`config.mk`:
```
export PLATFORM = sky130hd
export DESIGN_NAME = indexed_lifo_stack_core
export DESIGN_NICKNAME = d
export VERILOG_FILES = /design/src/rtl/lis_pkg.sv /design/src/rtl/lis_mem.sv /design/src/rtl/indexed_lifo_stack_core.sv
export SDC_FILE = /design/constraint.sdc
export NUM_CORES = 1
export LEC_CHECK = 0
export BUFFER_PORTS_ARGS = -buffer_cell sky130_fd_sc_hd__buf_2
export CORE_MARGIN = 4
export CORE_UTILIZATION = 45
export CTS_BUF_LIST = sky130_fd_sc_hd__clkbuf_2 sky130_fd_sc_hd__clkbuf_4 sky130_fd_sc_hd__clkbuf_8
export DETAILED_ROUTE_END_ITERATION = 7
export HOLD_SLACK_MARGIN = 0.06
export PLACE_DENSITY = 0.62
export SLEW_MARGIN = 10
export SYNTH_ARGS = -nofsm -noshare
export SYNTH_HDL_FRONTEND = slang
export SYNTH_SLANG_ARGS = --single-unit
```
`constraint.sdc`:
```
create_clock -name i_clk -period 9.1 [get_ports i_clk]
set_input_delay 0.91 -clock i_clk [delete_from_list [all_inputs] [get_ports i_clk]]
set_output_delay 0.91 -clock i_clk [all_outputs]
set_load 0.02 [all_outputs]
```
`src/rtl/lis_pkg.sv`:
```
// shared constants for the indexed lifo stack: field widths, default depth, command and status codes
// no dependencies
package lis_pkg;

    localparam int DATA_W    = 32;
    localparam int IDX_W     = 8;
    localparam int CMD_W     = 3;
    localparam int ST_W      = 2;
    localparam int DEPTH_DEF = 8;

    // command codes
    localparam logic [CMD_W-1:0] CMD_PUSH    = 3'd0;
    localparam logic [CMD_W-1:0] CMD_POP     = 3'd1;
    localparam logic [CMD_W-1:0] CMD_DISPLAY = 3'd2;
    localparam logic [CMD_W-1:0] CMD_PEEP    = 3'd3;
    localparam logic [CMD_W-1:0] CMD_CHANGE  = 3'd4;

    // status codes
    localparam logic [ST_W-1:0] ST_OK     = 2'd0;
    localparam logic [ST_W-1:0] ST_OVER   = 2'd1;
    localparam logic [ST_W-1:0] ST_UNDER  = 2'd2;
    localparam logic [ST_W-1:0] ST_BADIDX = 2'd3;

endpackage

```
`src/rtl/lis_mem.sv`:
```
// entry store of the stack: one write port, one read port, registered read data
// depends on lis_pkg
module lis_mem #(
    parameter int DEPTH = lis_pkg::DEPTH_DEF,
    parameter int AW    = (DEPTH > 1) ? $clog2(DEPTH) : 1
) (
    input  logic                              i_clk,
    input  logic                              i_we,
    input  logic [AW-1:0]                     i_waddr,
    input  logic signed [lis_pkg::DATA_W-1:0] i_wdata,
    input  logic                              i_re,
    input  logic [AW-1:0]                     i_raddr,
    output logic signed [lis_pkg::DATA_W-1:0] o_rdata
);

    logic signed [lis_pkg::DATA_W-1:0] r_mem [DEPTH];
    logic signed [lis_pkg::DATA_W-1:0] r_rdata;

    always_ff @(posedge i_clk) begin
        if (i_we) begin
            r_mem[i_waddr] <= i_wdata;
        end
    end

    // read data holds until the next read
    always_ff @(posedge i_clk) begin
        if (i_re) begin
            r_rdata <= r_mem[i_raddr];
        end
    end

    assign o_rdata = r_rdata;

endmodule

```
`src/rtl/indexed_lifo_stack_core.sv`:
```
// push, change and every error beat appear in the cycle after the input beat; pop and peep
// pass through the memory read register, then the output register; display gives its first
// beat the same way, then one per cycle while the result channel is ready; push and change
// take one input beat per cycle while it is ready; after a pop, peep or display no beat is
// taken until its last result is loaded; reset: synchronous, active low; clears the count
// and the output valid flag, entries stay undefined until pushed (no clearing pass)
module indexed_lifo_stack_core #(
    parameter int DEPTH = lis_pkg::DEPTH_DEF
) (
    input  logic                              i_clk,
    input  logic                              i_rst_n,
    // input channel
    input  logic                              i_valid,
    output logic                              o_ready,
    input  logic [lis_pkg::CMD_W-1:0]         i_cmd,
    input  logic signed [lis_pkg::DATA_W-1:0] i_value,
    input  logic [lis_pkg::IDX_W-1:0]         i_index,
    // result channel
    output logic                              o_valid,
    input  logic                              i_ready,
    output logic signed [lis_pkg::DATA_W-1:0] o_data,
    output logic [lis_pkg::ST_W-1:0]          o_status,
    output logic                              o_last
);

    localparam int AW = (DEPTH > 1) ? $clog2(DEPTH) : 1;
    localparam int CW = $clog2(DEPTH + 1);

    // sequencer states
    localparam logic [0:0] S_IDLE = 1'b0;  // waiting for an input beat
    localparam logic [0:0] S_RD   = 1'b1;  // memory read in flight or read data waiting

    logic [0:0]    r_state, n_state;
    logic [CW-1:0] r_count, n_count;
    logic [AW-1:0] r_pos,   n_pos;     // display walk position
    logic          r_disp,  n_disp;    // current read belongs to a display

    // output register
    logic                              r_out_valid;
    logic signed [lis_pkg::DATA_W-1:0] r_data;
    logic [lis_pkg::ST_W-1:0]          r_status;
    logic                              r_last;

    // memory ports
    logic                              mem_we;
    logic [AW-1:0]                     mem_waddr;
    logic signed [lis_pkg::DATA_W-1:0] mem_wdata;
    logic                              mem_re;
    logic [AW-1:0]                     mem_raddr;
    logic signed [lis_pkg::DATA_W-1:0] mem_rdata;

    // result load into the output register
    logic                              ld;
    logic signed [lis_pkg::DATA_W-1:0] ld_data;
    logic [lis_pkg::ST_W-1:0]          ld_status;
    logic                              ld_last;

    logic          acc;
    logic          slot_free;
    logic          full;
    logic          empty;
    logic          idx_ok;
    logic [AW-1:0] top_addr;
    logic [AW-1:0] idx_addr;

    lis_mem #(
        .DEPTH (DEPTH),
        .AW    (AW)
    ) u_mem (
        .i_clk   (i_clk),
        .i_we    (mem_we),
        .i_waddr (mem_waddr),
        .i_wdata (mem_wdata),
        .i_re    (mem_re),
        .i_raddr (mem_raddr),
        .o_rdata (mem_rdata)
    );

    // the output slot is free when empty or being drained this cycle
    assign slot_free = !r_out_valid || i_ready;
    // one item at a time; a new beat is taken only when its immediate result has room,
    // so a read and a write to the memory never fall on the same edge
    assign o_ready   = (r_state == S_IDLE) && slot_free;
    assign acc       = i_valid && o_ready;

    assign full     = (r_count == CW'(DEPTH));
    assign empty    = (r_count == '0);
    // position 1 is the top entry, position count the bottom one
    assign idx_ok   = (i_index != '0) && (i_index <= lis_pkg::IDX_W'(r_count));
    assign top_addr = AW'(r_count - CW'(1));
    assign idx_addr = AW'(r_count - CW'(i_index));

    always_comb begin
        n_state   = r_state;
        n_count   = r_count;
        n_pos     = r_pos;
        n_disp    = r_disp;
        mem_we    = 1'b0;
        mem_waddr = AW'(r_count);
        mem_wdata = i_value;
        mem_re    = 1'b0;
        mem_raddr = top_addr;
        ld        = 1'b0;
        ld_data   = '0;
        ld_status = lis_pkg::ST_OK;
        ld_last   = 1'b1;

        unique case (r_state)
            S_IDLE: begin
                if (acc) begin
                    unique case (i_cmd)
                        lis_pkg::CMD_PUSH: begin
                            ld = 1'b1;
                            if (full) begin
                                ld_status = lis_pkg::ST_OVER;
                            end else begin
                                mem_we  = 1'b1;
                                n_count = r_count + CW'(1);
                            end
                        end
                        lis_pkg::CMD_POP: begin
                            if (empty) begin
                                ld        = 1'b1;
                                ld_status = lis_pkg::ST_UNDER;
                            end else begin
                                n_count = r_count - CW'(1);
                                mem_re  = 1'b1;
                                n_disp  = 1'b0;
                                n_state = S_RD;
                            end
                        end
                        lis_pkg::CMD_DISPLAY: begin
                            if (empty) begin
                                ld        = 1'b1;
                                ld_status = lis_pkg::ST_UNDER;
                            end else begin
                                mem_re  = 1'b1;
                                n_pos   = top_addr;
                                n_disp  = 1'b1;
                                n_state = S_RD;
                            end
                        end
                        lis_pkg::CMD_PEEP: begin
                            if (!idx_ok) begin
                                ld        = 1'b1;
                                ld_status = lis_pkg::ST_BADIDX;
                            end else begin
                                mem_re    = 1'b1;
                                mem_raddr = idx_addr;
                                n_disp    = 1'b0;
                                n_state   = S_RD;
                            end
                        end
                        lis_pkg::CMD_CHANGE: begin
                            ld = 1'b1;
                            if (!idx_ok) begin
                                ld_status = lis_pkg::ST_BADIDX;
                            end else begin
                                mem_we    = 1'b1;
                                mem_waddr = idx_addr;
                            end
                        end
                        default: begin
                            // unknown command: no result, no state change
                        end
                    endcase
                end
            end
            S_RD: begin
                // read data is held by the memory until the slot frees up
                if (slot_free) begin
                    ld      = 1'b1;
                    ld_data = mem_rdata;
                    ld_last = !r_disp || (r_pos == '0);
                    if (r_disp && (r_pos != '0)) begin
                        // next entry down, one beat per cycle while the output slot is free
                        mem_re    = 1'b1;
                        mem_raddr = r_pos - AW'(1);
                        n_pos     = r_pos - AW'(1);
                    end else begin
                        n_state = S_IDLE;
                    end
                end
            end
            default: begin
                n_state = S_IDLE;
            end
        endcase
    end

    always_ff @(posedge i_clk) begin
        if (!i_rst_n) begin
            r_state     <= S_IDLE;
            r_count     <= '0;
            r_out_valid <= 1'b0;
        end else begin
            r_state <= n_state;
            r_count <= n_count;
            if (ld) begin
                r_out_valid <= 1'b1;
            end else if (i_ready) begin
                r_out_valid <= 1'b0;
            end
        end
    end

    // payload registers, no reset
    always_ff @(posedge i_clk) begin
        r_pos  <= n_pos;
        r_disp <= n_disp;
        if (ld) begin
            r_data   <= ld_data;
            r_status <= ld_status;
            r_last   <= ld_last;
        end
    end

    assign o_valid  = r_out_valid;
    assign o_data   = r_data;
    assign o_status = r_status;
    assign o_last   = r_last;

`ifndef SYNTHESIS
    a_count_range: assert property (@(posedge i_clk) disable iff (!i_rst_n)
        r_count <= CW'(DEPTH))
        else $error("stack count beyond depth");

    a_push_grows: assert property (@(posedge i_clk) disable iff (!i_rst_n)
        (acc && (i_cmd == lis_pkg::CMD_PUSH) && !full)
        |=> (r_count == $past(r_count) + CW'(1)) && o_valid)
        else $error("push did not grow the stack");

    a_pop_reads: assert property (@(posedge i_clk) disable iff (!i_rst_n)
        (acc && (i_cmd == lis_pkg::CMD_POP) && !empty)
        |=> (r_count == $past(r_count) - CW'(1)) && (r_state == S_RD))
        else $error("pop did not shrink the stack and start a read");

    a_no_write_in_read: assert property (@(posedge i_clk) disable iff (!i_rst_n)
        (r_state == S_RD) |-> !mem_we)
        else $error("memory write during a read sequence");

    a_no_load_over_full: assert property (@(posedge i_clk) disable iff (!i_rst_n)
        ld |-> slot_free)
        else $error("result loaded over a waiting beat");
`endif

endmodule
```
Yosys cells after proc, flatten, opt, wreduce, memory -nomap -nowiden
Memory sizes are Yosys's and may differ from the RTL's. A register that Yosys moved wholly into a read port is not among the register bits.
Cells that the tools add are included.
W data, S select, Z words.
Cells by class
  $add $sub $neg: 4
  magnitude comparators: 1
  equality and inequality tests: 14
  multiplexer cells: 50
  bitwise operators: 2
  reduce and logical (&&, ||, !) cells: 24
Operators by type and width (number)
  $mux W3: 14
  $mux W1: 21
  $ne A2 B2 Y1 const B: 6
  $pmux W3 S2: 2
  $pmux W1 S2: 5
  $reduce_and A5 Y1: 2
  $le A8 B4 Y1: 1
  $mux W4: 2
  $pmux W4 S2: 1
  $reduce_bool A8 Y1: 1
  $reduce_or A2 Y1: 4
  $eq A3 B2 Y1 const B: 2
  $logic_not A3 Y1: 2
  $ne A2 B1 Y1 const B: 3
  $pmux W1 S3: 2
  $pmux W2 S3: 1
  $reduce_and A6 Y1: 1
  $reduce_bool A3 Y1: 2
  $add A4 B1 Y4 const B: 1
  $eq A4 B4 Y1 const B: 1
  $logic_and A1 B1 Y1: 4
  $logic_not A4 Y1: 1
  $mux W2: 2
  $reduce_bool A2 Y1: 2
  9 further kinds: 12
Storage, ports and cells
  register bits after elaboration: 45
  RAM bits: 256
  logic and storage cells: 104
  memories: 1
Memory list
  u_mem.r_mem: depth 8, bits a word 32, rd ports 1, clocked after memory_dff 1, wr ports 1, line lis_mem.sv:16  | logic signed [lis_pkg::DATA_W-1:0] r_mem [DEPTH];

Logic depth before layout (Yosys ltp)
Gate-level depths: netlist of run 1.
  depth in word-level cells: 8
  mapped depth: 14
  gate-level depth less buffers: 11

By module
From an unflattened synthesis of run 1, not the netlist that was laid out.
Unflattened totals
  cells, all modules: 617
  area, all modules: 13160.1 µm²
Modules (own cells, without submodules)
  lis_mem: instances 1, cells an instance 415, area an instance 10786.6 µm², sequential area each 8648.3 µm²
  indexed_lifo_stack_core: instances 1, cells an instance 202, area an instance 2373.5 µm², sequential area each 1291.2 µm²

Worst setup path after synthesis of run 1
No wires, ideal clock.
  path kind: input-to-reg
  from: input port i_index[1] (netlist bit)
  to: memory u_mem.r_mem[3][0] (netlist bit) (enable)
  setup time: 0.468 ns
  arrival: 5.050 ns
  data required time: 8.632 ns
  slack: 3.582 ns
  stages: 9
  path buffers: 1
  cells stage by stage: inv_1 ha_1 nor2b_1 o2111ai_1 nand3_1 or3_1 buf_2 mux2i_4 nor3b_1
On the way
  word-level cells in the longest chain between the ends: 8
RTL lines
  start: declaration: line indexed_lifo_stack_core.sv:17  | input logic [lis_pkg::IDX_W-1:0] i_index,
  $le A8 B4 Y1 or $reduce_bool A8 Y1 (tied branches): line indexed_lifo_stack_core.sv:89  | assign idx_ok = (i_index != '0) && (i_index <= lis_pkg::IDX_W'(r_count));
  $logic_and A1 B1 Y1: line indexed_lifo_stack_core.sv:89
  $mux W1: line indexed_lifo_stack_core.sv:156  | if (!idx_ok) begin
  $pmux W1 S2: line indexed_lifo_stack_core.sv:111  | unique case (i_cmd)
  $mux W1: line indexed_lifo_stack_core.sv:110  | if (acc) begin
  $mux W1: line indexed_lifo_stack_core.sv:108  | unique case (r_state)
  $mux W1: line lis_mem.sv:20  | if (i_we) begin
  $mux W1 (not written as such): line lis_mem.sv:21  | r_mem[i_waddr] <= i_wdata;
  end: declaration: line lis_mem.sv:16
Several ways; a longest one is shown, not always the timed one.

Worst setup path in the final report of run 1
  from: input port i_index[1] (netlist bit)
  to: memory u_mem.r_mem[7][7] (netlist bit) (enable)
Same word-level chain as after synthesis.

==> impl_metrics.ini, run 1 <==
[run_status]
status = finished clean

[synthesis]
yosysSeqAreaShare_pct = 73.4
yosysUniqueCellTypes = 59
synthFlopType = edfxtp_1
syn_area_mm2 = 0.0135
synth_async_sr_flop_share_pct = 0
syn_area_per_cell_um2 = 18.1
yosys_warnings = 0
netlist_instances = 748
synth-xor-area-share_pct = 0.324
synth_top_cell_by_area = edfxtp_1
synth-seq-cells = 333
synth_top_family_by_area = multiplexers
synth.top_cell.area_share_pct = 72.5
synthTopCellsByArea = edfxtp_1, mux2_2, a221o_1
synth_fa_ha_area_share_pct = 1.07
synthMuxAreaShare_pct = 12.1
synthSimpleGateAreaFrac_pct = 4.77
synth_nets = 806
synth_edf_count = 327
synth-compound-area-share_pct = 5.85

[worst_setup_path]
worstPathMaxFanout = 32
arrival_ns = 4.36
crit_buf_inv = 2
worstSetupStartpointType = input pin
rr_startpoint = r_count[1]$_SDFFE_PN0P_
cp-end-kind = register
critPathKind = in2reg
cpLargestDelayFamily = simple AND/OR/NAND/NOR gates
worstPathCellList = buf_2 -> inv_1 -> ha_1 -> nor2b_1 -> o2111ai_1 -> nand3_1 -> or3_1 -> mux2i_2 -> nand2_1 -> nor2_4
r2r_setup_slack_ns = 4.93
slowest_delay_ns = 0.90
r2r_cells = 8
cpMaxStageDelayCell = nor2_4
crit_required_ns = 9.27
r2r_end = u_mem.r_mem[7][7]$_DFFE_PP_

[min_path]
min_from = r_count[3]$_SDFFE_PN0P_
whs_endpoint = r_count[3]$_SDFFE_PN0P_
min_path_cells = 2
hold_class = reg2reg

[die]
dieHeight_um = 181
placementRows = 63
core_mm2 = 0.0296
die_width_um = 181
initial_core_util_pct = 45.7
pin_count = 84
die_area_mm2 = 0.0329

[cts]
cts_tree = yes
cts.hold.buffers_added = 0
clk_path_buf_depth = 3
clk_pin_slew_worst_paths_ns = 0.06
cts-resized-gates = 0
h-tree-depth = 2
clk_latency_ns = 0.58
numCtsBuffers = 53
cts-root-buf = clkbuf_8
cts_sinks = 333
post-cts-setup-buffers = 0

[global_route]
overflow = 0
grt_pass1_wl_um = 40800
antenna_found_initial = 1
grt_pass1_vias = 7107
grt_use_total_pct = 15.8
grt_max_degree = 66

[cells_and_area]
ff_latch_area_mm2 = 0.00994
nets = 916
multi_input_area_mm2 = 0.00334
drive_gt1_share_pct = 34.9
fill_cells = 2490
syn2layout_area_growth_pct = 13.2
n_antenna_cell = 0
utilization_pct = 51.7
design_area_mm2 = 0.0153

[route]
highest_layer = met5
wl_um = 26300
wl_met3_um = 1250
wl_met1_um = 11800
ant_nets = 0
drc = 0
dr.pass1.iters = 5
wl_per_cell_um = 20.4
vias = 6902
met2_length_um = 12900
via_per_inst = 5.35
first_iter_violations = 543

[placement]
port_buffers = 83
gp_congestion = 0.765
dp_hpwl_um = 14500
dpl_cell_area_mm2 = 0.0143

[flow_run]
drv_cap = 0

[sta]
fin_setup_tns_ns = 0
setup_viol = 0
finalCritPeriodShare_pct = 46.0
relSlewSlack_pct = 25.2
timing.hold.ws_ns = 0.515
drv_slew = 0
rsz0062_at_grt = false
tightest_slew_ns = 1.12
period_minus_slack_ns = 4.19
finalClockSkew_ns = 0.0214
max_freq_mhz = 239
hold_viol = 0

[power_and_ir_drop]
cellLeakagePower_nw = 5.39
irDropWorstVdd_mv = 0.113
powerDensity_mw_per_mm2 = 206
power breakdown:
group	switching, W	internal [W]
Sequential	0.00000578	0.00171
Combinational	0.000143	0.000102
Clock	0.000549	0.000637
Total	0.000697	0.00245
through the flow:
step                cells  total power (W)  setup WS (ns)
finish               1289          0.00315           4.91
global route         1289          0.00328           4.64
CTS                  1289          0.00319           4.86
detailed placement   1193          0.00200           4.29
global placement     1193          0.00200           4.45
floorplan             748          0.00193           3.58
metal layers:
metal	global-route usage, %	up-vias
met5	0	-
met1	21.6	3468
li1	-	3223
met4	4.02	2
met2	26.1	180
met3	3.35	29
worst register-to-register path, delay by kind of cell (launching register included):
kind | cells | cell delay [ns]
AO/OA/AOI/OAI | 1 | 0.33
multiplexers | 1 | 0.51
flip-flops | 1 | 0.50
adder cells (fa/ha/maj) | 1 | 0.32
AND/OR/NAND/NOR | 5 | 2.09
cell usage in the layout, fill, tap and decap left out, types with 3 or more instances in the layout:
cell type	netlist	final
a21oi_1	11	11
a221o_1	31	31
a22o_1	31	31
and3_1	36	36
buf_2	10	83
buf_4	8	12
clkbuf_4	0	21
clkbuf_8	0	54
clkinv_1	0	16
clkinv_2	0	3
dfxtp_1	6	6
edfxtp_1	327	327
ha_1	10	10
inv_1	13	13
mux2_1	14	14
mux2_2	99	99
mux2_4	16	16
mux2i_1	3	3
nand2_1	17	16
nand2b_1	3	3
nand3_1	8	8
nor2_1	19	14
nor2_4	1	6
nor2b_1	3	3
o21ai_0	6	6
o22ai_1	3	3
or3_1	3	3
xnor2_1	3	3
Yosys cell counts (4+ instances only):
cell type and n:
buf_6 8, a221o_1 31, buf_2 10, nand3_1 8, and3_1 36, clkbuf_1 12, a21oi_1 11, nand2_1 17
mux2_2 99, o21ai_0 6, inv_1 13, buf_4 8, mux2_4 16, a22o_1 31, nor2_1 19, ha_1 10
nor3_1 4, dfxtp_1 6, mux2_1 14, edfxtp_1 327
area by class of cell:
class	instances	share of cell area [%]
well taps	390	3.19
clock buffers	75	5.88
flip-flops and latches	333	64.9
multi-input cells	361	21.8
clock inverters	21	0.621
inverters	14	0.343
repair buffers	95	3.30
worst max-delay path by stage:
stage,from,to,slack (ns),depth (start not counted)
after floorplan,i_index[1],u_mem.r_mem[3][0]$_DFFE_PP_,3.58,9
after CTS,r_count[1]$_SDFFE_PN0P_,u_mem.r_mem[7][7]$_DFFE_PP_,4.86,8
after global routing,r_count[1]$_SDFFE_PN0P_,u_mem.r_mem[7][7]$_DFFE_PP_,4.64,8
after detailed placement,i_index[1],u_mem.r_mem[7][18]$_DFFE_PP_,4.29,10
final,i_index[1],u_mem.r_mem[7][7]$_DFFE_PP_,4.91,10
after global placement,i_index[1],u_mem.r_mem[5][18]$_DFFE_PP_,4.45,10
registers in the layout, summed over array words and instances (netlist names):
signal	cells
o_data	32
o_last	1
o_status	2
o_valid	1
r_count	4
r_disp	1
r_pos	3
r_state	1
u_mem.o_rdata	32
u_mem.r_mem	256
cells by family after synthesis:
| family | count (synthesis) |
|---|---|
| XOR/XNOR | 5 |
| multiplexers | 137 |
| buffers and inverters | 54 |
| AND/OR/NAND/NOR | 113 |
| flip-flops | 333 |
| AO/OA/AOI/OAI | 95 |
| adder cells (fa/ha/maj) | 11 |
(Power assumes the default switching activity.)
==> inputs of run 2 (changes only) <==
--- a/config.mk
+++ b/config.mk
@@ -11,7 +11,7 @@
 export CTS_BUF_LIST = sky130_fd_sc_hd__clkbuf_2 sky130_fd_sc_hd__clkbuf_4 sky130_fd_sc_hd__clkbuf_8
 export DETAILED_ROUTE_END_ITERATION = 7
 export HOLD_SLACK_MARGIN = 0.06
-export PLACE_DENSITY = 0.62
+export PLACE_DENSITY = 0.64
 export SLEW_MARGIN = 10
 export SYNTH_ARGS = -nofsm -noshare
 export SYNTH_HDL_FRONTEND = slang
==> constraint.sdc (replaced) <==
create_clock -name i_clk -period 3.5 [get_ports i_clk]
set_input_delay 0.35 -clock i_clk [delete_from_list [all_inputs] [get_ports i_clk]]
set_output_delay 0.35 -clock i_clk [all_outputs]
set_load 0.02 [all_outputs]
==> run 2 against run 1 <==
Final area is 5.0% higher. Core utilization up 2.6 points. Cell count is 5.1% higher. Register-to-register slack lost 4.7 ns. Worst setup slack got worse by 4.7 ns. Count of clock-buffer cells in the layout shrank 11. Hold slack got worse by 0.28 ns. Combinational power grew to 3.0 times the previous value. First-iteration DRC count is 13% lower. Die area unchanged. Largest cell class unchanged. Highest routed layer unchanged.
==> impl_metrics.ini, run 2 (same netlist as run 1, synthesis figures left out) <==
[cts]
cts_sinks = 333
clk_pin_slew_worst_paths_ns = 0.06
cts-root-buf = clkbuf_8
clk_path_buf_depth = 3
clk_latency_ns = 0.58
cts_tree = yes
h-tree-depth = 2
post-cts-setup-buffers = 0
numCtsBuffers = 53

[cells_and_area]
largest_reg_flops = 256
final_cell_mix = edfxtp_1, mux2_2, buf_2
regMostFlops = u_mem.r_mem
drive_gt1_share_pct = 35.3
nets = 979
n_antenna_cell = 0
utilization_pct = 54.3
syn2layout_area_growth_pct = 18.8
final_common_cell = edfxtp_1
design_area_mm2 = 0.0161
stdcell_count = 1355

[worst_setup_path]
slowest_delay_ns = 0.43
worstPathMaxFanout = 42
critPathKind = reg2reg
worstPathCellList = inv_1 -> ha_1 -> and4_1 -> or2_1 -> nand4_2 -> mux2i_2 -> and2_2 -> buf_12 -> mux2_2 -> a221o_1
crit_required_ns = 3.80
cpLargestDelayFamily = simple AND/OR/NAND/NOR gates
rr_startpoint = r_count[2]$_SDFFE_PN0P_
arrival_ns = 3.60
cp-end-kind = register
cpMaxStageDelayCell = dfxtp_1
worstSetupStartpointType = register
startpoint = r_count[2]$_SDFFE_PN0P_
crit_buf_inv = 2

[placement]
port_buffers = 83
placed_cells_incl_taps = 1223
dp_hpwl_um = 16200
dpl_cell_area_mm2 = 0.0148
gp_congestion = 0.800

[sta]
drv_slew = 0
max_freq_mhz = 303
setup_viol = 0
finalCritPeriodShare_pct = 94.2
hold_viol = 0
relSlewSlack_pct = 69.1
period_minus_slack_ns = 3.30
tightest_slew_ns = 0.461
finalClockSkew_ns = 0.0314
rsz0062_at_grt = false
timing.hold.ws_ns = 0.237

[route]
vias = 7182
first_iter_violations = 471
drc = 0
ant_nets = 0
wl_um = 28000
wl_per_cell_um = 20.7
dr.pass1.iters = 5
via_per_inst = 5.30

[die]
die_area_mm2 = 0.0329
placementRows = 63
dieHeight_um = 181
core_mm2 = 0.0296
pin_count = 84
die_width_um = 181
initial_core_util_pct = 45.7

[global_route]
grt_pass1_wl_um = 43700
grt_use_total_pct = 17.0
grt_pass1_vias = 7658
overflow = 0
antenna_found_initial = 1
grt_max_degree = 43

[min_path]
min_from = i_ready
hold_class = in2reg

[power_and_ir_drop]
powerDensity_mw_per_mm2 = 515
cellLeakagePower_nw = 5.72
p_total_w = 0.00829
irDropWorstVdd_mv = 0.331

[flow_run]
drv_cap = 0

[run_status]
status = finished clean
[run 2: path summary, 6_finish.rpt]
path | endpoint | slack, ns | cells after the start
max | u_mem.o_rdata[16]$_DFFE_PP_ | 0.20 | 10
min | o_valid$_SDFFE_PN0P_ | 0.24 | 4
max reg2reg | u_mem.o_rdata[16]$_DFFE_PP_ | 0.20 | 10
min reg2reg | r_count[3]$_SDFFE_PN0P_ | 0.51 | 2
[run 2: worst min-delay path, cell delays in order]
cell	delay, ns
buf_2	0.08
nor2b_1	0.08
nor2_1	0.14
a21oi_1	0.08
[run 2: layout make-up]
class / instances / area (um2)
fill: 2444 / 13600
sequential: 333 / 9940
multi-input combinational: 361 / 3350
timing repair buffer: 158 / 1250
clock buffer: 64 / 812
tap: 390 / 488
clock inverter: 35 / 189
inverter: 14 / 52.6
[run 2: power by group]
group | leakage (nW) | switching, W | total, W | internal (W)
Sequential | 3.01 | 0.0000150 | 0.00447 | 0.00445
Combinational | 2.19 | 0.000391 | 0.000723 | 0.000332
Clock | 0.525 | 0.00148 | 0.00309 | 0.00162
Total | 5.72 | 0.00188 | 0.00829 | 0.00640
[run 2: metrics by stage]
stage | TNS, ns | setup WS [ns]
5_1_grt | 0 | 0.0193
6_report | 0 | 0.204
4_1_cts | 0 | 0.132
3_3_place_gp | 0 | 0.133
2_1_floorplan | -39.31 | -0.366
3_5_place_dp | 0 | 0.0784
[run 2: per-layer routing]
metal	routed length [um]	GRT usage [%]	part of all wire, %	vias to the layer above
met5	7	0	0.025	-
met4	543	5.04	1.9	2
met3	1310	3.27	4.7	43
met2	13800	28.6	49	174
met1	12400	22.6	44	3609
li1	-	-	-	3354
[run 2: repair_timing]
action	in CTS	in global routing
gates resized for setup	0	1
hold endpoints to repair	255	0
hold buffers	33	0
endpoints found under the setup margin	0	43
==> inputs of run 3 (changes only) <==
--- a/config.mk
+++ b/config.mk
@@ -6,12 +6,12 @@
 export NUM_CORES = 1
 export LEC_CHECK = 0
 export BUFFER_PORTS_ARGS = -buffer_cell sky130_fd_sc_hd__buf_2
-export CORE_MARGIN = 4
 export CORE_UTILIZATION = 45
-export CTS_BUF_LIST = sky130_fd_sc_hd__clkbuf_2 sky130_fd_sc_hd__clkbuf_4 sky130_fd_sc_hd__clkbuf_8
+export CTS_BUF_LIST = sky130_fd_sc_hd__clkbuf_8 sky130_fd_sc_hd__clkbuf_16
 export DETAILED_ROUTE_END_ITERATION = 7
 export HOLD_SLACK_MARGIN = 0.06
 export PLACE_DENSITY = 0.64
+export RECOVER_POWER = 100
 export SLEW_MARGIN = 10
 export SYNTH_ARGS = -nofsm -noshare
 export SYNTH_HDL_FRONTEND = slang
==> run 3 against run 2 <==
Clock skew fell by 0.016 ns. Sequential share of layout area rose by 1.8 points. Cell count fell by 5.2%. Critical path type unchanged.
==> impl_metrics.ini, run 3 (same netlist as run 1, synthesis figures left out) <==
[sta]
setup_viol = 0
finalClockSkew_ns = 0.0151
drv_slew = 0
tightest_slew_ns = 0.760
max_freq_mhz = 299
timing.hold.ws_ns = 0.195
rsz0062_at_grt = false
hold_viol = 0
relSlewSlack_pct = 49.2
setup_ws_ns = 0.159
finalCritPeriodShare_pct = 95.5
period_minus_slack_ns = 3.34

[global_route]
grt_pass1_wl_um = 42100
antenna_found_initial = 1
grt_max_degree = 39
overflow = 0
grt_use_total_pct = 18.3
grt_pass1_vias = 7232

[route]
dr.pass1.iters = 5
vias = 7078
wl_per_cell_um = 21.5
first_iter_violations = 480
ant_nets = 0
drc = 0
via_per_inst = 5.51
wl_um = 27600

[cells_and_area]
nets = 929
stdcell_count = 1285
largest_reg_flops = 256
regMostFlops = u_mem.r_mem
drive_gt1_share_pct = 25.1
final_cell_mix = edfxtp_1, mux2_2, clkbuf_1
syn2layout_area_growth_pct = 15.4
final_common_cell = edfxtp_1
n_antenna_cell = 0

[worst_setup_path]
rr_startpoint = r_count[0]$_SDFFE_PN0P_
r2r_cells = 12
r2r_setup_slack_ns = 0.16
arrival_ns = 3.61
worstSetupStartpointType = register
cp-end-kind = register
crit_required_ns = 3.76
worstPathMaxFanout = 18
r2r_end = u_mem.o_rdata[11]$_DFFE_PP_
critPathKind = reg2reg

[cts]
post-cts-setup-buffers = 0
clk_path_buf_depth = 3
numCtsBuffers = 36
clk_pin_slew_worst_paths_ns = 0.06
cts_sinks = 333
h-tree-depth = 2
cts-root-buf = clkbuf_16
cts_tree = yes
clk_latency_ns = 0.51

[die]
dieHeight_um = 175
initial_core_util_pct = 45.7
pin_count = 84
die_area_mm2 = 0.0308
die_width_um = 175
core_mm2 = 0.0296
placementRows = 63

[min_path]
hold_class = in2reg
whs_endpoint = u_mem.r_mem[3][31]$_DFFE_PP_
min_from = i_value[31]
min_path_cells = 1

[power_and_ir_drop]
irDropWorstVdd_mv = 0.243
p_total_w = 0.00849
powerDensity_mw_per_mm2 = 543
cellLeakagePower_nw = 5.35

[run_status]
status = finished clean

[placement]
port_buffers = 83
placed_cells_incl_taps = 1222
place_ws_ns = 0.0363
dp_hpwl_um = 15900
gp_congestion = 0.802

[flow_run]
drv_cap = 0
[run 3: what timing repair did]
item / CTS / global route
setup endpoints to repair: 0 / 133
hold buffers: 1 / 0
hold endpoints to repair: 1 / 0
gates resized for setup: 0 / 1
[run 3: report_power, final]
part / switching [W] / internal (W)
registers: 0.0000170 / 0.00446
clock network: 0.00146 / 0.00187
logic: 0.000390 / 0.000299
total: 0.00186 / 0.00662
[run 3: worst max-delay path by stage]
| stage | start | endpoint | slack [ns] | cells after the start |
|---|---|---|---|---|
| 6_report | r_count[0]$_SDFFE_PN0P_ | u_mem.o_rdata[11]$_DFFE_PP_ | 0.16 | 12 |
| 5_1_grt | r_count[2]$_SDFFE_PN0P_ | u_mem.o_rdata[3]$_DFFE_PP_ | 0.005 | 10 |
| 4_1_cts | r_count[1]$_SDFFE_PN0P_ | u_mem.o_rdata[11]$_DFFE_PP_ | 0.05 | 10 |
| 3_5_place_dp | i_index[1] | u_mem.o_rdata[11]$_DFFE_PP_ | 0.04 | 12 |
| 3_3_place_gp | i_index[1] | u_mem.o_rdata[24]$_DFFE_PP_ | 0.13 | 12 |
| 2_1_floorplan | r_count[1]$_SDFFE_PN0P_ | u_mem.r_mem[3][0]$_DFFE_PP_ | -0.37 | 8 |
[run 3: worst max-delay path, cell delays in order, from the launching register on]
cell	delay (ns)
dfxtp_1	0.47
inv_1	0.11
clkbuf_1	0.15
ha_1	0.27
xor2_1	0.23
a21oi_1	0.06
mux2_2	0.30
a221oi_4	0.23
buf_12	0.20
buf_8	0.21
mux2_2	0.37
a22o_1	0.24
a221o_1	0.25
[run 3: per-stage QoR]
step | cell area [um2] | TNS (ns) | utilization (%)
final | 15600 | 0 | 52.7
after detailed placement | 14800 | 0 | 50.0
after floorplan | 13600 | -39.31 | -
after global routing | 15600 | 0 | 52.7
after CTS | 15900 | 0 | 53.5
after global placement | 14800 | 0 | 50.0
[run 3: layout make-up]
class / instances / area, um2
Clock buffer: 36 / 901
Clock inverter: 26 / 133
Fill cell: 2506 / 14000
Inverter: 14 / 52.6
Multi-Input combinational cell: 361 / 3310
Sequential cell: 333 / 9940
Tap cell: 390 / 488
Timing Repair Buffer: 125 / 793
[run 3: per-layer routing]
metal  wire length (um)  share of wire [%]  vias up  track usage (%)
met5                 13              0.047        -                0
met2              13300                 48      185             30.5
met3               1430                5.2       42             3.27
met1              12400                 45     3612             24.6
li1                   -                  -     3237                -
met4                438                1.6        2             5.07
